$ cat src/rtl/core/bme_pkg.sv
// Package for the bipartite matching engine: sizes, payload types, codes,
// datapath micro-operations and the controller/datapath status structs.
// No dependencies.
package bme_pkg;

    localparam int MAX_PEOPLE = 64;
    localparam int MAX_ROLES  = 64;
    localparam int MAX_DEGREE = 16;

    localparam int IDX_W = 6;   // person_index / role_index field width
    localparam int CNT_W = 7;   // count register and match_count width
    localparam int CMP_W = 12;  // common width for index versus count compares

    localparam int PW      = $clog2(MAX_PEOPLE);
    localparam int RW      = $clog2(MAX_ROLES);
    localparam int DW      = $clog2(MAX_DEGREE + 1);
    localparam int ADJ_N   = MAX_PEOPLE * MAX_DEGREE;
    localparam int AW      = $clog2(ADJ_N);
    localparam int SPW     = $clog2(MAX_PEOPLE);
    localparam int ROOT_W  = PW + 1;

    localparam logic [1:0] CMD_ADD    = 2'd0;
    localparam logic [1:0] CMD_GREEDY = 2'd1;
    localparam logic [1:0] CMD_EXACT  = 2'd2;

    localparam logic [1:0] STS_OK    = 2'd0;
    localparam logic [1:0] STS_FULL  = 2'd1;
    localparam logic [1:0] STS_RANGE = 2'd2;

    localparam logic REG_PERSON_COUNT = 1'b0;
    localparam logic REG_ROLE_COUNT   = 1'b1;

    typedef logic [PW-1:0]     t_pid;
    typedef logic [RW-1:0]     t_rid;
    typedef logic [DW-1:0]     t_pos;
    typedef logic [AW-1:0]     t_adj_addr;
    typedef logic [SPW-1:0]    t_sp;
    typedef logic [ROOT_W-1:0] t_root;
    typedef logic [CNT_W-1:0]  t_cnt;
    typedef logic [CMP_W-1:0]  t_cmp;

    typedef struct packed {
        logic [1:0]       command;
        logic [IDX_W-1:0] person_index;
        logic [IDX_W-1:0] role_index;
    } t_in_item;

    typedef struct packed {
        logic [CNT_W-1:0] match_count;
        logic [1:0]       status;
    } t_out_item;

    // One search frame held on the stack.
    typedef struct packed {
        t_pid person;
        t_pos pos;
        t_rid role;
        t_pos deg;
    } t_frame;

    typedef enum logic [3:0] {
        U_NOP,
        U_EDGE_RD,
        U_EDGE_WR,
        U_SOLVE_INIT,
        U_ROOT_START,
        U_LOAD_DEG,
        U_FETCH,
        U_GREEDY_TAKE,
        U_MARK,
        U_CLAIM,
        U_PUSH,
        U_POP_RD,
        U_POP_LD,
        U_UNW_RD,
        U_UNW_WR,
        U_NEXT_ROOT
    } t_uop;

    typedef struct packed {
        logic in_range;
        logic deg_full;
        logic root_done;
        logic pos_done;
        logic sp_zero;
        logic sp_one;
        logic cand_greedy;
        logic cand_exact;
        logic owner_free;
        logic can_push;
    } t_dp_stat;

    typedef struct packed {
        logic       load;
        logic [1:0] status;
        logic       use_count;
    } t_resp;

    typedef enum logic [3:0] {
        ST_IDLE,
        ST_EDGE,
        ST_INIT,
        ST_ROOT,
        ST_DEG,
        ST_STEP,
        ST_ADJ,
        ST_OWN,
        ST_POP,
        ST_UNW_RD,
        ST_UNW_WR,
        ST_NEXT,
        ST_RESP
    } t_state;

    function automatic t_cmp eff_count(input t_cnt cnt, input int max_n);
        return (t_cmp'(cnt) > t_cmp'(max_n)) ? t_cmp'(max_n) : t_cmp'(cnt);
    endfunction

endpackage

$ cat src/rtl/core/bme_ctrl.sv
// Controller state machine of the matching engine: sequences edge loads,
// greedy and augmenting-path solves over the datapath. Depends on bme_pkg.
module bme_ctrl (
    input  logic              i_clk,
    input  logic              i_rst_n,
    input  logic              i_in_valid,
    input  logic [1:0]        i_command,
    output logic              o_in_ready,
    input  bme_pkg::t_dp_stat i_stat,
    input  logic              i_out_free,
    output bme_pkg::t_uop     o_uop,
    output bme_pkg::t_resp    o_resp
);
    import bme_pkg::*;

    t_state     r_state, n_state;
    logic       r_exact, n_exact;
    logic [1:0] r_status, n_status;
    logic       r_use_count, n_use_count;

    always_ff @(posedge i_clk) begin
        if (!i_rst_n) begin
            r_state     <= ST_IDLE;
            r_exact     <= 1'b0;
            r_status    <= STS_OK;
            r_use_count <= 1'b0;
        end else begin
            r_state     <= n_state;
            r_exact     <= n_exact;
            r_status    <= n_status;
            r_use_count <= n_use_count;
        end
    end

    always_comb begin
        n_state     = r_state;
        n_exact     = r_exact;
        n_status    = r_status;
        n_use_count = r_use_count;
        o_uop       = U_NOP;
        o_resp      = '0;
        o_in_ready  = 1'b0;
        case (r_state)
            ST_IDLE: begin
                o_in_ready = 1'b1;
                if (i_in_valid) begin
                    n_use_count = 1'b0;
                    n_status    = STS_OK;
                    case (i_command)
                        CMD_ADD: begin
                            o_uop   = U_EDGE_RD;
                            n_state = ST_EDGE;
                        end
                        CMD_GREEDY: begin
                            n_exact = 1'b0;
                            n_state = ST_INIT;
                        end
                        CMD_EXACT: begin
                            n_exact = 1'b1;
                            n_state = ST_INIT;
                        end
                        default: begin
                            n_status = STS_RANGE;
                            n_state  = ST_RESP;
                        end
                    endcase
                end
            end
            ST_EDGE: begin
                if (!i_stat.in_range) begin
                    n_status = STS_RANGE;
                end else if (i_stat.deg_full) begin
                    n_status = STS_FULL;
                end else begin
                    o_uop = U_EDGE_WR;
                end
                n_state = ST_RESP;
            end
            ST_INIT: begin
                o_uop   = U_SOLVE_INIT;
                n_state = ST_ROOT;
            end
            ST_ROOT: begin
                if (i_stat.root_done) begin
                    n_use_count = 1'b1;
                    n_state     = ST_RESP;
                end else begin
                    o_uop   = U_ROOT_START;
                    n_state = ST_DEG;
                end
            end
            ST_DEG: begin
                o_uop   = U_LOAD_DEG;
                n_state = ST_STEP;
            end
            ST_STEP: begin
                if (!i_stat.pos_done) begin
                    o_uop   = U_FETCH;
                    n_state = ST_ADJ;
                end else if (!r_exact || i_stat.sp_zero) begin
                    n_state = ST_NEXT;
                end else begin
                    o_uop   = U_POP_RD;
                    n_state = ST_POP;
                end
            end
            ST_ADJ: begin
                if (!r_exact) begin
                    if (i_stat.cand_greedy) begin
                        o_uop   = U_GREEDY_TAKE;
                        n_state = ST_ROOT;
                    end else begin
                        n_state = ST_STEP;
                    end
                end else if (i_stat.cand_exact) begin
                    o_uop   = U_MARK;
                    n_state = ST_OWN;
                end else begin
                    n_state = ST_STEP;
                end
            end
            ST_OWN: begin
                if (i_stat.owner_free) begin
                    o_uop   = U_CLAIM;
                    n_state = i_stat.sp_zero ? ST_NEXT : ST_UNW_RD;
                end else if (i_stat.can_push) begin
                    o_uop   = U_PUSH;
                    n_state = ST_DEG;
                end else begin
                    n_state = ST_STEP;
                end
            end
            ST_POP: begin
                o_uop   = U_POP_LD;
                n_state = ST_STEP;
            end
            ST_UNW_RD: begin
                o_uop   = U_UNW_RD;
                n_state = ST_UNW_WR;
            end
            ST_UNW_WR: begin
                o_uop   = U_UNW_WR;
                n_state = i_stat.sp_one ? ST_NEXT : ST_UNW_RD;
            end
            ST_NEXT: begin
                o_uop   = U_NEXT_ROOT;
                n_state = ST_ROOT;
            end
            ST_RESP: begin
                if (i_out_free) begin
                    o_resp.load      = 1'b1;
                    o_resp.status    = r_status;
                    o_resp.use_count = r_use_count;
                    n_state          = ST_IDLE;
                end
            end
            default: n_state = ST_IDLE;
        endcase
    end

endmodule

$ cat config.mk
export PLATFORM = sky130hd
export DESIGN_NAME = bme_ctrl
export DESIGN_NICKNAME = d
export VERILOG_FILES = /design/src/rtl/core/bme_pkg.sv /design/src/rtl/core/bme_ctrl.sv
export SDC_FILE = /design/constraint.sdc
export NUM_CORES = 1
export LEC_CHECK = 0
export ABC_CLOCK_PERIOD_IN_PS = 2100
export BUFFER_PORTS_ARGS = -buffer_cell sky130_fd_sc_hd__buf_2
export CORE_AREA = 5 5 48 50
export CTS_CLUSTER_DIAMETER = 200
export DETAILED_ROUTE_END_ITERATION = 10
export DIE_AREA = 0 0 53 55
export GPL_TIMING_DRIVEN = 0
export PLACE_DENSITY = 0.75
export SLEW_MARGIN = 5
export SYNTH_ARGS = -nofsm -noshare
export SYNTH_HDL_FRONTEND = slang
export SYNTH_SLANG_ARGS = --single-unit
$ cat constraint.sdc
create_clock -name i_clk -period 2.1 [get_ports i_clk]
set_input_delay 0.63 -clock i_clk [delete_from_list [all_inputs] [get_ports i_clk]]
set_output_delay 0.63 -clock i_clk [all_outputs]
set_load 0.01 [all_outputs]
# Yosys cells after proc, flatten, opt, wreduce, memory -nomap -nowiden
# Index checks and enable logic that the tools add are counted.
[word_totals]
reg_bits = 8
in_bits = 16
out_inout_bits = 9
[op_classes]
n_eq_ne = 18
mux = 39
reduce_logical = 15
[ops]
columns = ["cell", "count"]
rows = [
  ["two-way mux 4 bit", 14],
  ["case mux 4 bit (12 select lines)", 1],
  ["case mux 4 bit (11 select lines)", 1],
  ["equality test 4 bit (second input constant)", 5],
  ["two-way mux 2 bit", 10],
  ["equality test 4 x 3 -> 1 bit (second input constant)", 4],
  ["two-way mux 3 bit", 3],
  ["AND reduction 3 bit", 3],
  ["equality test 4 x 2 -> 1 bit (second input constant)", 2],
  ["case mux 4 bit (2 select lines)", 1],
  ["two-way mux 1 bit", 6],
  ["!= test 2 bit (second input constant)", 3],
  ["nonzero test 2 bit", 3],
  ["OR reduction 2 bit", 3],
  ["equality test 4 x 1 -> 1 bit (second input constant)", 1],
  ["logical NOT 4 bit", 1],
  ["case mux 1 bit (2 select lines)", 2],
  ["case mux 2 bit (2 select lines)", 1],
  ["!= test 3 bit (second input constant)", 1],
  ["OR reduction 3 bit", 1],
  ["equality test 2 x 1 -> 1 bit (second input constant)", 1],
  ["equality test 2 bit (second input constant)", 1],
  ["logical NOT 2 bit", 1],
  ["AND reduction 2 bit", 1],
  ["2 further kinds", 2],
]

# Depth between registers and ports, before layout
[logic_depth]
depth_word = 5
mapped_depth = 6
ltp_nobuf = 5

# Worst setup path before layout
# Ideal clock, no wire load.
[synth_path]
kind = "input-to-output"
start = "input i_stat[5] (netlist name)"
end = "output o_uop[0]"
arrival_ns = 1.558
required_ns = 1.470
path_slack_ns = -0.088
path_stages = 4
path_cell_list = "nor2b_1 nand2_1 o21a_1 o41ai_1"
[synth_via]
elab_chain_cells = 4
[synth_rtl]
columns = ["item", "line", "rtl"]
rows = [
  ["start, declared", "bme_ctrl.sv:9", "input bme_pkg::t_dp_stat i_stat,"],
  ["logical OR 1 bit", "bme_ctrl.sv:100", "end else if (!r_exact || i_stat.sp_zero) begin"],
  ["two-way mux 4 bit", "bme_ctrl.sv:100", ""],
  ["two-way mux 4 bit", "bme_ctrl.sv:97", "if (!i_stat.pos_done) begin"],
  ["case mux 4 bit (12 select lines)", "bme_ctrl.sv:43", "case (r_state)"],
  ["end, declared", "bme_ctrl.sv:11", "output bme_pkg::t_uop o_uop,"],
]
# No other way between the ends.

==> metrics.yaml <==
grt_use_total_pct: 22.2
async_flop_share_pct: 0
start_util_pct: 47.0
drive_gt1_share_pct: 47.5
yosys_warnings: 0
clock_sinks: 8
status: "finished with violations"
final_common_cell: "buf_2"
wl_per_cell_um: 16.6
grt_setup_unrepaired: "true"
cts_buffers: 3
clkLatencyLatePin_ns: 0.25
postSynthCellCount: 119
min_path_cells: 2
syn-num-nets: 139
min_period_over_period_pct: 104
grt_pass1_wl_um: 4770
min_period_ns: 2.19
r2r-start: "r_exact$_SDFFE_PN0P_"
endpoint_kind: "output port"
holdBufCountCts: 0
cp_max_fo: 6
num_io_pins: 25
tightest_slew_ns: 0.353
placed_cells: 170
dr_wl_met3_um: 351
holdCritPathClass: "reg2reg"
dieArea_um2: 2920
synthFlopType: "dfxtp_1"
pwr_density_cell_nw_per_um2: 1180
antenna_found_initial: 0
slew_headroom_pct: 76.4
peakVddDrop_uv: 652
violations: "setup timing"
vias: 1144
ant_nets: 0
cts_root_buffer: "clkbuf_4"
grt-ovfl-total: 0
start_kind: "register"
maxSlewViolCount: 0
clockBufferDepth: 2
clk_pin_slew_worst_paths_ns: 0.05
cts_tree: "built"
synth-seq-cells: 8
fin_nets: 184
synth_compound_area_share_pct: 30.7
routed_via_density: 6.05
setup_viol: 6
hold_viol: 0
fmax_ghz: 0.456
dp_hpwl_um: 1930
wl_met2_um: 1540
io_buffers: 24
die_h_um: 55
area_delta_synth_final_pct: 51.6
maxCapViolCount: 0
synth_fa_ha_area_share_pct: 5.71
setup_slack_ns: -0.0920
diodes: 0
synthMuxAreaShare_pct: 1.14
first_pass_iters: 4
synth-xor-area-share_pct: 0
syn-cell-area_um2: 876
htreeDepth: 1
synth_top_family_by_area: "simple AND/OR/NAND/NOR gates"
num_rows: 16
arrival_ns: 1.56
grt_max_degree: 11
grt_pass1_vias: 1041
worst-setup-path-type: "reg2out"
die_x_um: 53
ys_types: 43
cp.required_ns: 1.47
hp-start: "r_use_count$_SDFFE_PN0P_"
drc_errors: 0
startpoint: "r_state[1]$_SDFFE_PN0P_"
highest_layer: "met4"
drt_iter0_markers: 60
skew_ns: 0.00257
synth_enable_flop_cells: 0
wl_met1_um: 1170
synthSimpleGateAreaFrac_pct: 37.3
instances_no_fill: 189
gp_congestion: 0.849
wl_um: 3130
utilization_pct: 71.3
avgSynthCellArea_um2: 7.36
layout_common_cells: "buf_2 (20), buf_4 (19), a21oi_1 (12), buf_6 (8), nand2b_1 (7)"
leakagePower_nw: 0.582
ys_seq_area_share_pct: 18.3
reg2reg_depth: 12
core-area_um2: 1860
## flip-flops by register name, summed over array words and instances (netlist names)
signal	count
r_status	2
r_use_count	1
r_exact	1
r_state	4
## critical path: stages (launching register included)
cell and delay, ns:
dfxtp_2 0.33, buf_6 0.13, or4b_4 0.53, inv_4 0.09, and2_4 0.14, buf_6 0.09
## path summary, 6_finish.rpt
kind / endpoint / slack [ns]
worst max-delay path: o_resp[0] / -0.09
worst max register to register: r_state[1]$_SDFFE_PN0P_ / 0.20
worst min-delay path: r_use_count$_SDFFE_PN0P_ / 0.49
worst min register to register: r_use_count$_SDFFE_PN0P_ / 0.49
## repair_timing
| action | 4_1_cts | 5_1_grt |
|---|---|---|
| endpoints found under the setup margin | 8 | 9 |
| hold endpoints to repair | 0 | 0 |
| gates resized for setup | 26 | 22 |
| buffers inserted | 17 | 2 |
| pin swaps | 8 | 5 |
| cloned | 0 | 0 |
## per-stage QoR
step           cell area [um2]  setup slack (ns)  hold slack [ns]  setup TNS (ns)  total power (W)
4_1_cts                   1250           -0.0578            0.485          -0.275          0.00142
3_3_place_gp              1040            -0.178            0.459          -0.493          0.00112
6_report                  1330           -0.0920            0.491          -0.371          0.00156
3_5_place_dp              1040            -0.199            0.475          -0.618          0.00113
2_1_floorplan              883           0.00770            0.449               0         0.000893
5_1_grt                   1330            -0.147            0.515          -0.859          0.00167
## per-layer routing
metal	vias up	track usage, %
li1	522	-
met1	521	27.3
met2	90	37.8
met3	11	6.17
met4	0	6.38
met5	-	0
## cell families (layout without fill, tap and decap cells)
| group | count (synthesis) | after routing |
|---|---|---|
| muxes | 1 | 1 |
| DFF | 8 | 8 |
| and+or+nand+nor | 52 | 52 |
| buffers and inverters | 13 | 56 |
| adders and majority gates | 4 | 4 |
| AOI/OAI and AO/OA | 41 | 41 |
## cells in the mapped netlist (2+ instances only)
cell | instances | area, um2
a21oi_1 | 12 | 60.1
a22oi_1 | 3 | 22.5
a31oi_1 | 5 | 31.3
a32oi_1 | 2 | 17.5
and2_1 | 4 | 25.0
buf_2 | 3 | 15.0
buf_4 | 2 | 15.0
clkbuf_1 | 3 | 11.3
dfxtp_1 | 8 | 160
ha_1 | 4 | 50.1
inv_1 | 4 | 15.0
nand2_1 | 8 | 30.0
nand2b_1 | 8 | 50.1
nand3_1 | 4 | 20.0
nor2_1 | 5 | 18.8
nor2b_1 | 7 | 43.8
nor3_1 | 3 | 15.0
o21a_1 | 3 | 22.5
o21ai_0 | 6 | 30.0
or3_1 | 2 | 12.5
## final cells by class
| cell class | count | area, um2 |
|---|---|---|
| Multi-Input combinational cell | 98 | 731 |
| Fill cell | 141 | 534 |
| Timing Repair Buffer | 41 | 283 |
| Sequential cell | 8 | 171 |
| Buffer | 7 | 65.1 |
| Tap cell | 27 | 33.8 |
| Clock buffer | 3 | 22.5 |
| Inverter | 5 | 21.3 |
## report_power, final
| part | internal [W] | total (W) | switching (W) |
|---|---|---|---|
| Clock | 0.0000653 | 0.000117 | 0.0000513 |
| Combinational | 0.000548 | 0.00118 | 0.000633 |
| Sequential | 0.000206 | 0.000263 | 0.0000571 |
| Total | 0.000820 | 0.00156 | 0.000741 |
(Power assumes the default switching activity.)
